==> src/design/dflp_pkg.sv <==
// Shared types and codes for the deductive fault list propagation block.
`timescale 1ns / 1ps

package dflp_pkg;

    localparam int NETS_DEF = 32;
    localparam int NET_W    = 5;
    localparam int GATE_W   = 3;
    localparam int LIST_W   = 64;

    typedef enum logic [1:0] {
        KIND_INIT = 2'd0,
        KIND_EVAL = 2'd1,
        KIND_ACC  = 2'd2,
        KIND_CLR  = 2'd3
    } t_kind;

    typedef enum logic [1:0] {
        ST_DONE    = 2'd0,
        ST_OUT_UPD = 2'd1,
        ST_NOT_RDY = 2'd2,
        ST_UNSUP   = 2'd3
    } t_status;

    localparam logic [GATE_W-1:0] GT_BUF  = 3'd0;
    localparam logic [GATE_W-1:0] GT_INV  = 3'd1;
    localparam logic [GATE_W-1:0] GT_AND  = 3'd2;
    localparam logic [GATE_W-1:0] GT_OR   = 3'd3;
    localparam logic [GATE_W-1:0] GT_NAND = 3'd4;
    localparam logic [GATE_W-1:0] GT_NOR  = 3'd5;

    typedef struct packed {
        t_kind              kind;
        logic [NET_W-1:0]   net_a;
        logic [NET_W-1:0]   net_b;
        logic [NET_W-1:0]   net_out;
        logic [GATE_W-1:0]  gate_type;
        logic               good_value;
        logic               is_primary;
    } t_in_item;

    typedef struct packed {
        t_status            status;
        logic [LIST_W-1:0]  fault_list;
    } t_out_item;

endpackage

==> src/design/dflp_list_ram.sv <==
// Per-net list memory: good value and fault list, one write and two registered read ports.
`timescale 1ns / 1ps

module dflp_list_ram #(
    parameter int NETS = dflp_pkg::NETS_DEF
) (
    input  logic                         i_clk,
    input  logic                         i_rst_n,
    input  logic                         i_wr_en,
    input  logic [$clog2(NETS)-1:0]      i_wr_addr,
    input  logic [2*NETS:0]              i_wr_data,
    input  logic                         i_rd0_en,
    input  logic [$clog2(NETS)-1:0]      i_rd0_addr,
    output logic [2*NETS:0]              o_rd0_data,
    input  logic                         i_rd1_en,
    input  logic [$clog2(NETS)-1:0]      i_rd1_addr,
    output logic [2*NETS:0]              o_rd1_data
);
    localparam int DW = 2 * NETS + 1;

    logic [DW-1:0] r_mem [NETS];
    logic          r_vld [NETS];
    logic [DW-1:0] r_rd0;
    logic [DW-1:0] r_rd1;
    logic          r_rd0_vld;
    logic          r_rd1_vld;

    // Entries never written read as zero.
    always_ff @(posedge i_clk) begin
        if (!i_rst_n) begin
            r_vld     <= '{default: 1'b0};
            r_rd0_vld <= 1'b0;
            r_rd1_vld <= 1'b0;
        end else begin
            if (i_wr_en) begin
                r_vld[i_wr_addr] <= 1'b1;
            end
            if (i_rd0_en) begin
                r_rd0_vld <= r_vld[i_rd0_addr];
            end
            if (i_rd1_en) begin
                r_rd1_vld <= r_vld[i_rd1_addr];
            end
        end
    end

    always_ff @(posedge i_clk) begin
        if (i_wr_en) begin
            r_mem[i_wr_addr] <= i_wr_data;
        end
        if (i_rd0_en) begin
            r_rd0 <= r_mem[i_rd0_addr];
        end
        if (i_rd1_en) begin
            r_rd1 <= r_mem[i_rd1_addr];
        end
    end

    assign o_rd0_data = r_rd0_vld ? r_rd0 : '0;
    assign o_rd1_data = r_rd1_vld ? r_rd1 : '0;

endmodule

==> src/design/deductive_fault_list_propagation.sv <==
// Top level of the deductive stuck-at fault list propagation block.
`timescale 1ns / 1ps

// Usage:
//   Input channel (i_in_valid / o_in_ready / i_in_data) takes one command
//   transaction: init a net, evaluate a gate, accumulate a net's list into
//   the detected set, or clear that set. Output channel (o_out_valid /
//   i_out_ready / o_out_data) returns exactly one transaction per command
//   with a status code and a 64-bit list (upper bits zero when 2*NETS < 64).
//   The block takes no new command until the last one has finished: it is
//   ready only in S_IDLE. The list memory is read at the accept edge
//   (output net and first input), once more in S_RD1 (second input), and
//   written back when S_CALC finishes, so the next command enters once
//   the write has landed and sees it.
//   The output register parts the two sides: a finished result may wait
//   while the block sits idle and takes the next command. If a result is
//   still pending when the next one finishes, the block holds in its last
//   step until the receiver drains the register.
//   Reset (synchronous, active low) clears the updated flags, the
//   detected set and the memory's written marks, so every list, good value
//   and flag reads as zero afterwards; no clearing pass is needed.

module deductive_fault_list_propagation #(
    parameter int NETS = dflp_pkg::NETS_DEF
) (
    input  logic                i_clk,
    input  logic                i_rst_n,
    input  logic                i_in_valid,
    output logic                o_in_ready,
    input  dflp_pkg::t_in_item  i_in_data,
    output logic                o_out_valid,
    input  logic                i_out_ready,
    output dflp_pkg::t_out_item o_out_data
);
    import dflp_pkg::*;

    localparam int LW = 2 * NETS;
    localparam int DW = LW + 1;
    localparam int AW = $clog2(NETS);
    localparam int BW = $clog2(LW);

    typedef enum logic [1:0] {
        S_IDLE,
        S_RD1,
        S_CALC
    } t_state;

    t_state          r_state;
    t_state          n_state;
    t_in_item        r_item;
    logic [DW-1:0]   r_la;
    logic            r_upd [NETS];
    logic [LW-1:0]   r_det;
    logic            r_out_vld;
    t_out_item       r_out;
    t_out_item       n_out;

    logic            w_acc;
    logic            w_fin;
    logic            w_rd0_en;
    logic [AW-1:0]   w_rd0_addr;
    logic [DW-1:0]   w_rd0_data;
    logic            w_rd1_en;
    logic [AW-1:0]   w_rd1_addr;
    logic [DW-1:0]   w_rd1_data;
    logic            w_wr_en;
    logic [AW-1:0]   w_wr_addr;
    logic [DW-1:0]   w_wr_data;
    logic            w_upd_val;
    logic [LW-1:0]   w_det_new;

    logic            w_a_ok;
    logic            w_b_ok;
    logic            w_o_ok;
    logic [AW-1:0]   w_a_idx;
    logic [AW-1:0]   w_b_idx;
    logic [AW-1:0]   w_o_idx;
    logic            w_a_rdy;
    logic            w_b_rdy;
    logic [LW-1:0]   w_la;
    logic [LW-1:0]   w_lb;
    logic [LW-1:0]   w_lo;
    logic            w_ctrl;
    logic            w_ac;
    logic            w_bc;
    logic [LW-1:0]   w_gate;
    logic [BW-1:0]   w_bit;
    logic [LW-1:0]   w_init_list;
    logic [LW-1:0]   w_res_list;
    t_status         w_res_st;

    function automatic logic f_ok(input logic [NET_W-1:0] n);
        return int'(n) < NETS;
    endfunction

    function automatic logic [AW-1:0] f_idx(input logic [NET_W-1:0] n);
        return f_ok(n) ? n[AW-1:0] : '0;
    endfunction

    // Handshake and sequencing.
    assign o_in_ready  = (r_state == S_IDLE);
    assign w_acc       = i_in_valid && o_in_ready;
    assign w_fin       = (r_state == S_CALC) && (!r_out_vld || i_out_ready);
    assign o_out_valid = r_out_vld;
    assign o_out_data  = r_out;

    // Port 0 fetches the output net, port 1 the first input then the second.
    assign w_rd0_en   = w_acc;
    assign w_rd0_addr = f_idx(i_in_data.net_out);
    assign w_rd1_en   = w_acc || (r_state == S_RD1);
    assign w_rd1_addr = (r_state == S_RD1) ? f_idx(r_item.net_b) : f_idx(i_in_data.net_a);

    dflp_list_ram #(
        .NETS(NETS)
    ) u_ram (
        .i_clk      (i_clk),
        .i_rst_n    (i_rst_n),
        .i_wr_en    (w_wr_en),
        .i_wr_addr  (w_wr_addr),
        .i_wr_data  (w_wr_data),
        .i_rd0_en   (w_rd0_en),
        .i_rd0_addr (w_rd0_addr),
        .o_rd0_data (w_rd0_data),
        .i_rd1_en   (w_rd1_en),
        .i_rd1_addr (w_rd1_addr),
        .o_rd1_data (w_rd1_data)
    );

    // Operand decode for the command held in r_item.
    assign w_a_ok  = f_ok(r_item.net_a);
    assign w_b_ok  = f_ok(r_item.net_b);
    assign w_o_ok  = f_ok(r_item.net_out);
    assign w_a_idx = f_idx(r_item.net_a);
    assign w_b_idx = f_idx(r_item.net_b);
    assign w_o_idx = f_idx(r_item.net_out);
    assign w_a_rdy = w_a_ok && r_upd[w_a_idx];
    assign w_b_rdy = w_b_ok && r_upd[w_b_idx];

    assign w_la = r_la[LW-1:0];
    assign w_lb = w_rd1_data[LW-1:0];
    assign w_lo = w_rd0_data[LW-1:0];

    // Controlling value is 1 for or/nor, 0 for and/nand.
    assign w_ctrl = (r_item.gate_type == GT_OR) || (r_item.gate_type == GT_NOR);
    assign w_ac   = (r_la[LW] == w_ctrl);
    assign w_bc   = (w_rd1_data[LW] == w_ctrl);

    always_comb begin
        case (r_item.gate_type)
            GT_BUF, GT_INV: begin
                w_gate = w_la;
            end
            default: begin
                if (w_ac && w_bc) begin
                    w_gate = w_la & w_lb;
                end else if (w_ac) begin
                    w_gate = w_la & ~w_lb;
                end else if (w_bc) begin
                    w_gate = w_lb & ~w_la;
                end else begin
                    w_gate = w_la | w_lb;
                end
            end
        endcase
    end

    // Init list: the net's own fault opposite to its good value.
    assign w_bit       = r_item.good_value ? BW'(w_a_idx) : BW'(w_a_idx) + BW'(NETS);
    assign w_init_list = {{(LW-1){1'b0}}, 1'b1} << w_bit;

    // Command evaluation and write-back selection.
    always_comb begin
        w_res_st   = ST_DONE;
        w_res_list = '0;
        w_det_new  = r_det;
        w_wr_en    = 1'b0;
        w_wr_addr  = w_o_idx;
        w_wr_data  = {w_rd0_data[LW], w_gate | w_lo};
        w_upd_val  = 1'b1;
        unique case (r_item.kind)
            KIND_INIT: begin
                w_wr_addr = w_a_idx;
                w_wr_data = {r_item.good_value, w_init_list};
                w_upd_val = r_item.is_primary;
                if (w_a_ok) begin
                    w_res_list = w_init_list;
                    w_wr_en    = w_fin;
                end
            end
            KIND_EVAL: begin
                if (!w_o_ok) begin
                    w_res_st = ST_UNSUP;
                end else if (r_upd[w_o_idx]) begin
                    w_res_st   = ST_OUT_UPD;
                    w_res_list = w_lo;
                end else if (r_item.gate_type > GT_NOR) begin
                    w_res_st   = ST_UNSUP;
                    w_res_list = w_lo;
                end else if (!w_a_rdy || (r_item.gate_type >= GT_AND && !w_b_rdy)) begin
                    w_res_st   = ST_NOT_RDY;
                    w_res_list = w_lo;
                end else begin
                    w_res_list = w_gate | w_lo;
                    w_wr_en    = w_fin;
                end
            end
            KIND_ACC: begin
                w_det_new  = w_a_ok ? (r_det | w_la) : r_det;
                w_res_list = w_det_new;
            end
            KIND_CLR: begin
                w_det_new = '0;
            end
            default: begin
                w_res_st = ST_DONE;
            end
        endcase
        n_out.status     = w_res_st;
        n_out.fault_list = LIST_W'(w_res_list);
    end

    always_comb begin
        unique case (r_state)
            S_IDLE:  n_state = w_acc ? S_RD1 : S_IDLE;
            S_RD1:   n_state = S_CALC;
            S_CALC:  n_state = w_fin ? S_IDLE : S_CALC;
            default: n_state = S_IDLE;
        endcase
    end

    always_ff @(posedge i_clk) begin
        if (!i_rst_n) begin
            r_state   <= S_IDLE;
            r_out_vld <= 1'b0;
            r_det     <= '0;
            r_upd     <= '{default: 1'b0};
        end else begin
            r_state <= n_state;
            if (w_fin) begin
                r_out_vld <= 1'b1;
                r_det     <= w_det_new;
            end else if (i_out_ready) begin
                r_out_vld <= 1'b0;
            end
            if (w_wr_en) begin
                r_upd[w_wr_addr] <= w_upd_val;
            end
        end
        // Payload: no reset.
        if (w_acc) begin
            r_item <= i_in_data;
        end
        if (r_state == S_RD1) begin
            r_la <= w_rd1_data;
        end
        if (w_fin) begin
            r_out <= n_out;
        end
    end

    // An accepted command always moves on to the second read.
    a_acc_seq: assert property (@(posedge i_clk) disable iff (!i_rst_n)
        w_acc |=> (r_state == S_RD1))
        else $error("accepted command did not advance to second read");

    // A finished command is presented on the next cycle.
    a_fin_out: assert property (@(posedge i_clk) disable iff (!i_rst_n)
        w_fin |=> o_out_valid)
        else $error("finished command not presented");

    // Only successful commands modify the list memory.
    a_wr_done: assert property (@(posedge i_clk) disable iff (!i_rst_n)
        w_wr_en |=> (o_out_data.status == ST_DONE))
        else $error("memory written by a command that reported failure");

endmodule

==> config.mk <==
export PLATFORM = sky130hd
export DESIGN_NAME = deductive_fault_list_propagation
export DESIGN_NICKNAME = d
export VERILOG_FILES = /design/src/design/dflp_pkg.sv /design/src/design/dflp_list_ram.sv /design/src/design/deductive_fault_list_propagation.sv
export SDC_FILE = /design/constraint.sdc
export NUM_CORES = 2
export LEC_CHECK = 0
export BUFFER_PORTS_ARGS = -buffer_cell sky130_fd_sc_hd__buf_2
export CAP_MARGIN = 0
export CORE_MARGIN = 1.5
export CORE_UTILIZATION = 65
export CTS_CLUSTER_SIZE = 30
export DETAILED_ROUTE_END_ITERATION = 12
export PLACE_DENSITY = 0.82
export SLEW_MARGIN = 20
export SYNTH_ARGS = -nofsm -noshare
export SYNTH_HDL_FRONTEND = slang
export SYNTH_SLANG_ARGS = --single-unit
==> constraint.sdc <==
create_clock -name i_clk -period 11.88 [get_ports i_clk]
set_input_delay 2.97 -clock i_clk [delete_from_list [all_inputs] [get_ports i_clk]]
set_output_delay 2.97 -clock i_clk [all_outputs]
set_load 0.01 [all_outputs]
==> impl_metrics.tcl <==
set metrics [dict create \
    synth_edf_count 2363 \
    dp.final_hpwl_mm 181.2 \
    post_cts_buffers 0 \
    synth_flop_cell "edfxtp_1" \
    area_delta_synth_final_pct 10.34 \
    ir_worst_vdd_mv 0.1658 \
    worst_ep_arrival_time_ps 6570 \
    ys_ff_latch 2496 \
    antenna_found_initial 16 \
    synthesis.instances 6020 \
    seq_area_frac_synth_pct 63.44 \
    setup_viol 0 \
    synthArstFlopShare_pct 0 \
    synth_common_cells "edfxtp_1, mux4_2, mux2i_1, clkbuf_1, o21ai_0" \
    drt_iter0_drc 14930 \
    clock_sinks 2496 \
    cp_data_required_time_ps 12510 \
    totalNegativeSetupSlack_ps 0 \
    start_util_pct 65.68 \
    htree_num_levels 4 \
    fmax_ghz 0.1686 \
    cts_root_buf "clkbuf_16" \
    num_rows 154 \
    avgSynthCellArea_um2 19.28 \
    yosysTopAreaCellShare_pct 61.14 \
    yosys.cell_types.count 53 \
    drcViolationCount 0 \
    synth.most_common_cell "edfxtp_1" \
    grt_usage_pct 39.86 \
    power_density_nw_per_um2 155.4 \
    die_y_um 425.5 \
    vias_per_cell 8.227 \
    ctsLongestPathBuffers 3 \
    critPathLaunchType "primary input" \
    rsz0062_at_grt "false" \
    synth_area_leaders "edfxtp_1, mux4_2, mux2i_1" \
    worstSetupPathType "primary input to register" \
    fp.dieArea_um2 181100 \
    portBuffers 93 \
    clkTransAtPathRegs_ps 60 \
    synth_nets 6046 \
    holdBufCountCts 0 \
    pre_cts_ws_ps 5088 \
    fin_crit_ps 5932 \
    cp-end-kind "register" \
    syn_area_um2 116100 \
    fin_nets 6096 \
    cts_tree "built" \
    synth_top_area_cell "edfxtp_1" \
    die_w_um 425.5 \
    hold_path_class "register to register" \
    postRouteAntennaNets 0 \
    vias 70960 \
    timing.slew.headroom_pct 13.57 \
    postCtsResizedCells 0 \
    setup_ws_ps 5948 \
    io_pins 94 \
    tightest_slew_ps 1296 \
    timing_hold_violations_final 0 \
    drive_gt1_share_pct 33.67 \
    cts_buffers 239 \
    design_area_um2 128000 \
    grt-ovfl-total 0 \
    clk_latency_ps 900 \
    crit_fanout 45 \
    coreArea_um2 176700 \
    grt_pass1_vias 70600 \
    drv_cap 0 \
    fin_skew_ps 42.91 \
    route.final.wire_length_mm 357.8 \
    grt_start_max_net_pins 136 \
    status "complete, no violations" \
    placed_area_um2 119800 \
    wire_per_inst_um 41.48 \
    gp_congestion 0.9131 \
    grt_pass1_wl_mm 505.6 \
    yosysWarnings 0 \
    drv_slew 0 \
    p_leak_nw 41.48 \
    first_pass_iters 8 \
    finalCritPeriodShare_pct 49.94 \
    fill_cells 9668 \
]
==> cells in the final DEF, fill, tap and decap left out, types with 13 or more instances in the layout <==
master / n
edfxtp_1: 2363
mux4_2: 1199
mux2i_1: 486
clkbuf_16: 241
buf_4: 193
a21oi_1: 164
o21ai_0: 149
mux2_2: 136
dfxtp_1: 131
nor2_1: 130
buf_2: 88
and3_1: 72
a22oi_1: 71
nand2_1: 70
and2_1: 66
nand3_1: 65
a222oi_1: 64
o2111ai_1: 52
clkinv_2: 49
clkinv_1: 41
clkbuf_1: 37
a21boi_0: 35
nand4_1: 34
nor3_2: 32
o21ai_1: 31
bufinv_16: 24
o21ai_4: 23
clkbuf_8: 21
clkinvlp_4: 19
a31oi_1: 15
o21a_1: 13
o221ai_1: 13
buf_12: 13
==> state kept, by name, indices dropped and copies added (netlist names), 2 cells and up <==
| signal | cells |
|---|---|
| r_la | 65 |
| w_o_idx | 5 |
| r_item | 7 |
| r_upd | 32 |
| u_ram.r_mem | 2080 |
| u_ram.r_rd0 | 65 |
| r_state | 2 |
| u_ram.r_rd1 | 65 |
| w_a_idx | 5 |
| r_det | 64 |
| w_b_idx | 5 |
| u_ram.r_vld | 32 |
| o_out_data | 66 |
==> per-stage QoR <==
stage / instances / hold slack, ps / utilization (%) / power, mW
after global placement: 8168 / 441.6 / 67.79 / 12.14
final: 8626 / 466.9 / 72.47 / 19.89
after floorplan: 6020 / 431.6 / - / 11.58
after global routing: 8623 / 494.6 / 72.46 / 20.29
after CTS: 8621 / 464.3 / 72.31 / 19.81
after detailed placement: 8168 / 449.3 / 67.79 / 12.20
==> routing by layer <==
layer,global-route usage (%),up-vias,share of wire [%]
li1,-,26040,-
met1,53.29,35770,31
met2,58.45,7543,45
met3,12.61,1591,17
met4,23.32,16,7.2
met5,0.5291,-,0.060
==> power by group <==
group,switching (mW),internal [mW]
registers,0.0872,9.93
clock network,3.40,4.37
logic,1.28,0.823
total,4.77,15.1
==> path summary, 6_finish.rpt <==
kind	endpoint	start	slack, ps	cells after the start
worst max-delay path	u_ram.r_rd1[13]	i_in_data[15]	5950	8
worst min-delay path	r_det[46]	r_det[46]	470	2
worst max register to register	u_ram.r_mem[3][27]	w_o_idx[0]	6010	10
worst min register to register	r_det[46]	r_det[46]	470	2
==> cells by family (layout without fill, tap and decap cells) <==
logic type | count (synthesis) | after routing | share of synthesized area (%)
DFF | 2496 | 2496 | 63.44
muxes | 1826 | 1826 | 28.83
AOI/OAI and AO/OA | 665 | 665 | 3.703
and+or+nand+nor | 534 | 534 | 2.335
buffers and inverters | 496 | 758 | 1.673
xor gates and xnor gates | 2 | 2 | 0.01510
adders and majority gates | 1 | 1 | 0.008626
other | 0 | 4 | 0
==> critical path, stage by stage <==
cell,delay [ps]
buf_2,120
mux2_8,540
buf_4,770
buf_4,740
mux4_2,620
mux2i_1,230
mux2i_1,120
mux2_2,310
==> final cells by class <==
| cell class | instances | area [µm²] | share of cell area (%) |
|---|---|---|---|
| Clock inverter | 154 | 1519 | 1.186 |
| Inverter | 4 | 17.52 | 0.01368 |
| Sequential cell | 2496 | 73630 | 57.50 |
| Timing Repair Buffer | 301 | 2240 | 1.749 |
| Tap cell | 2340 | 2928 | 2.287 |
| Antenna cell | 4 | 10.01 | 0.007817 |
| Clock buffer | 299 | 6459 | 5.044 |
| Multi-Input combinational cell | 3028 | 41240 | 32.21 |
(Power assumes the default switching activity.)
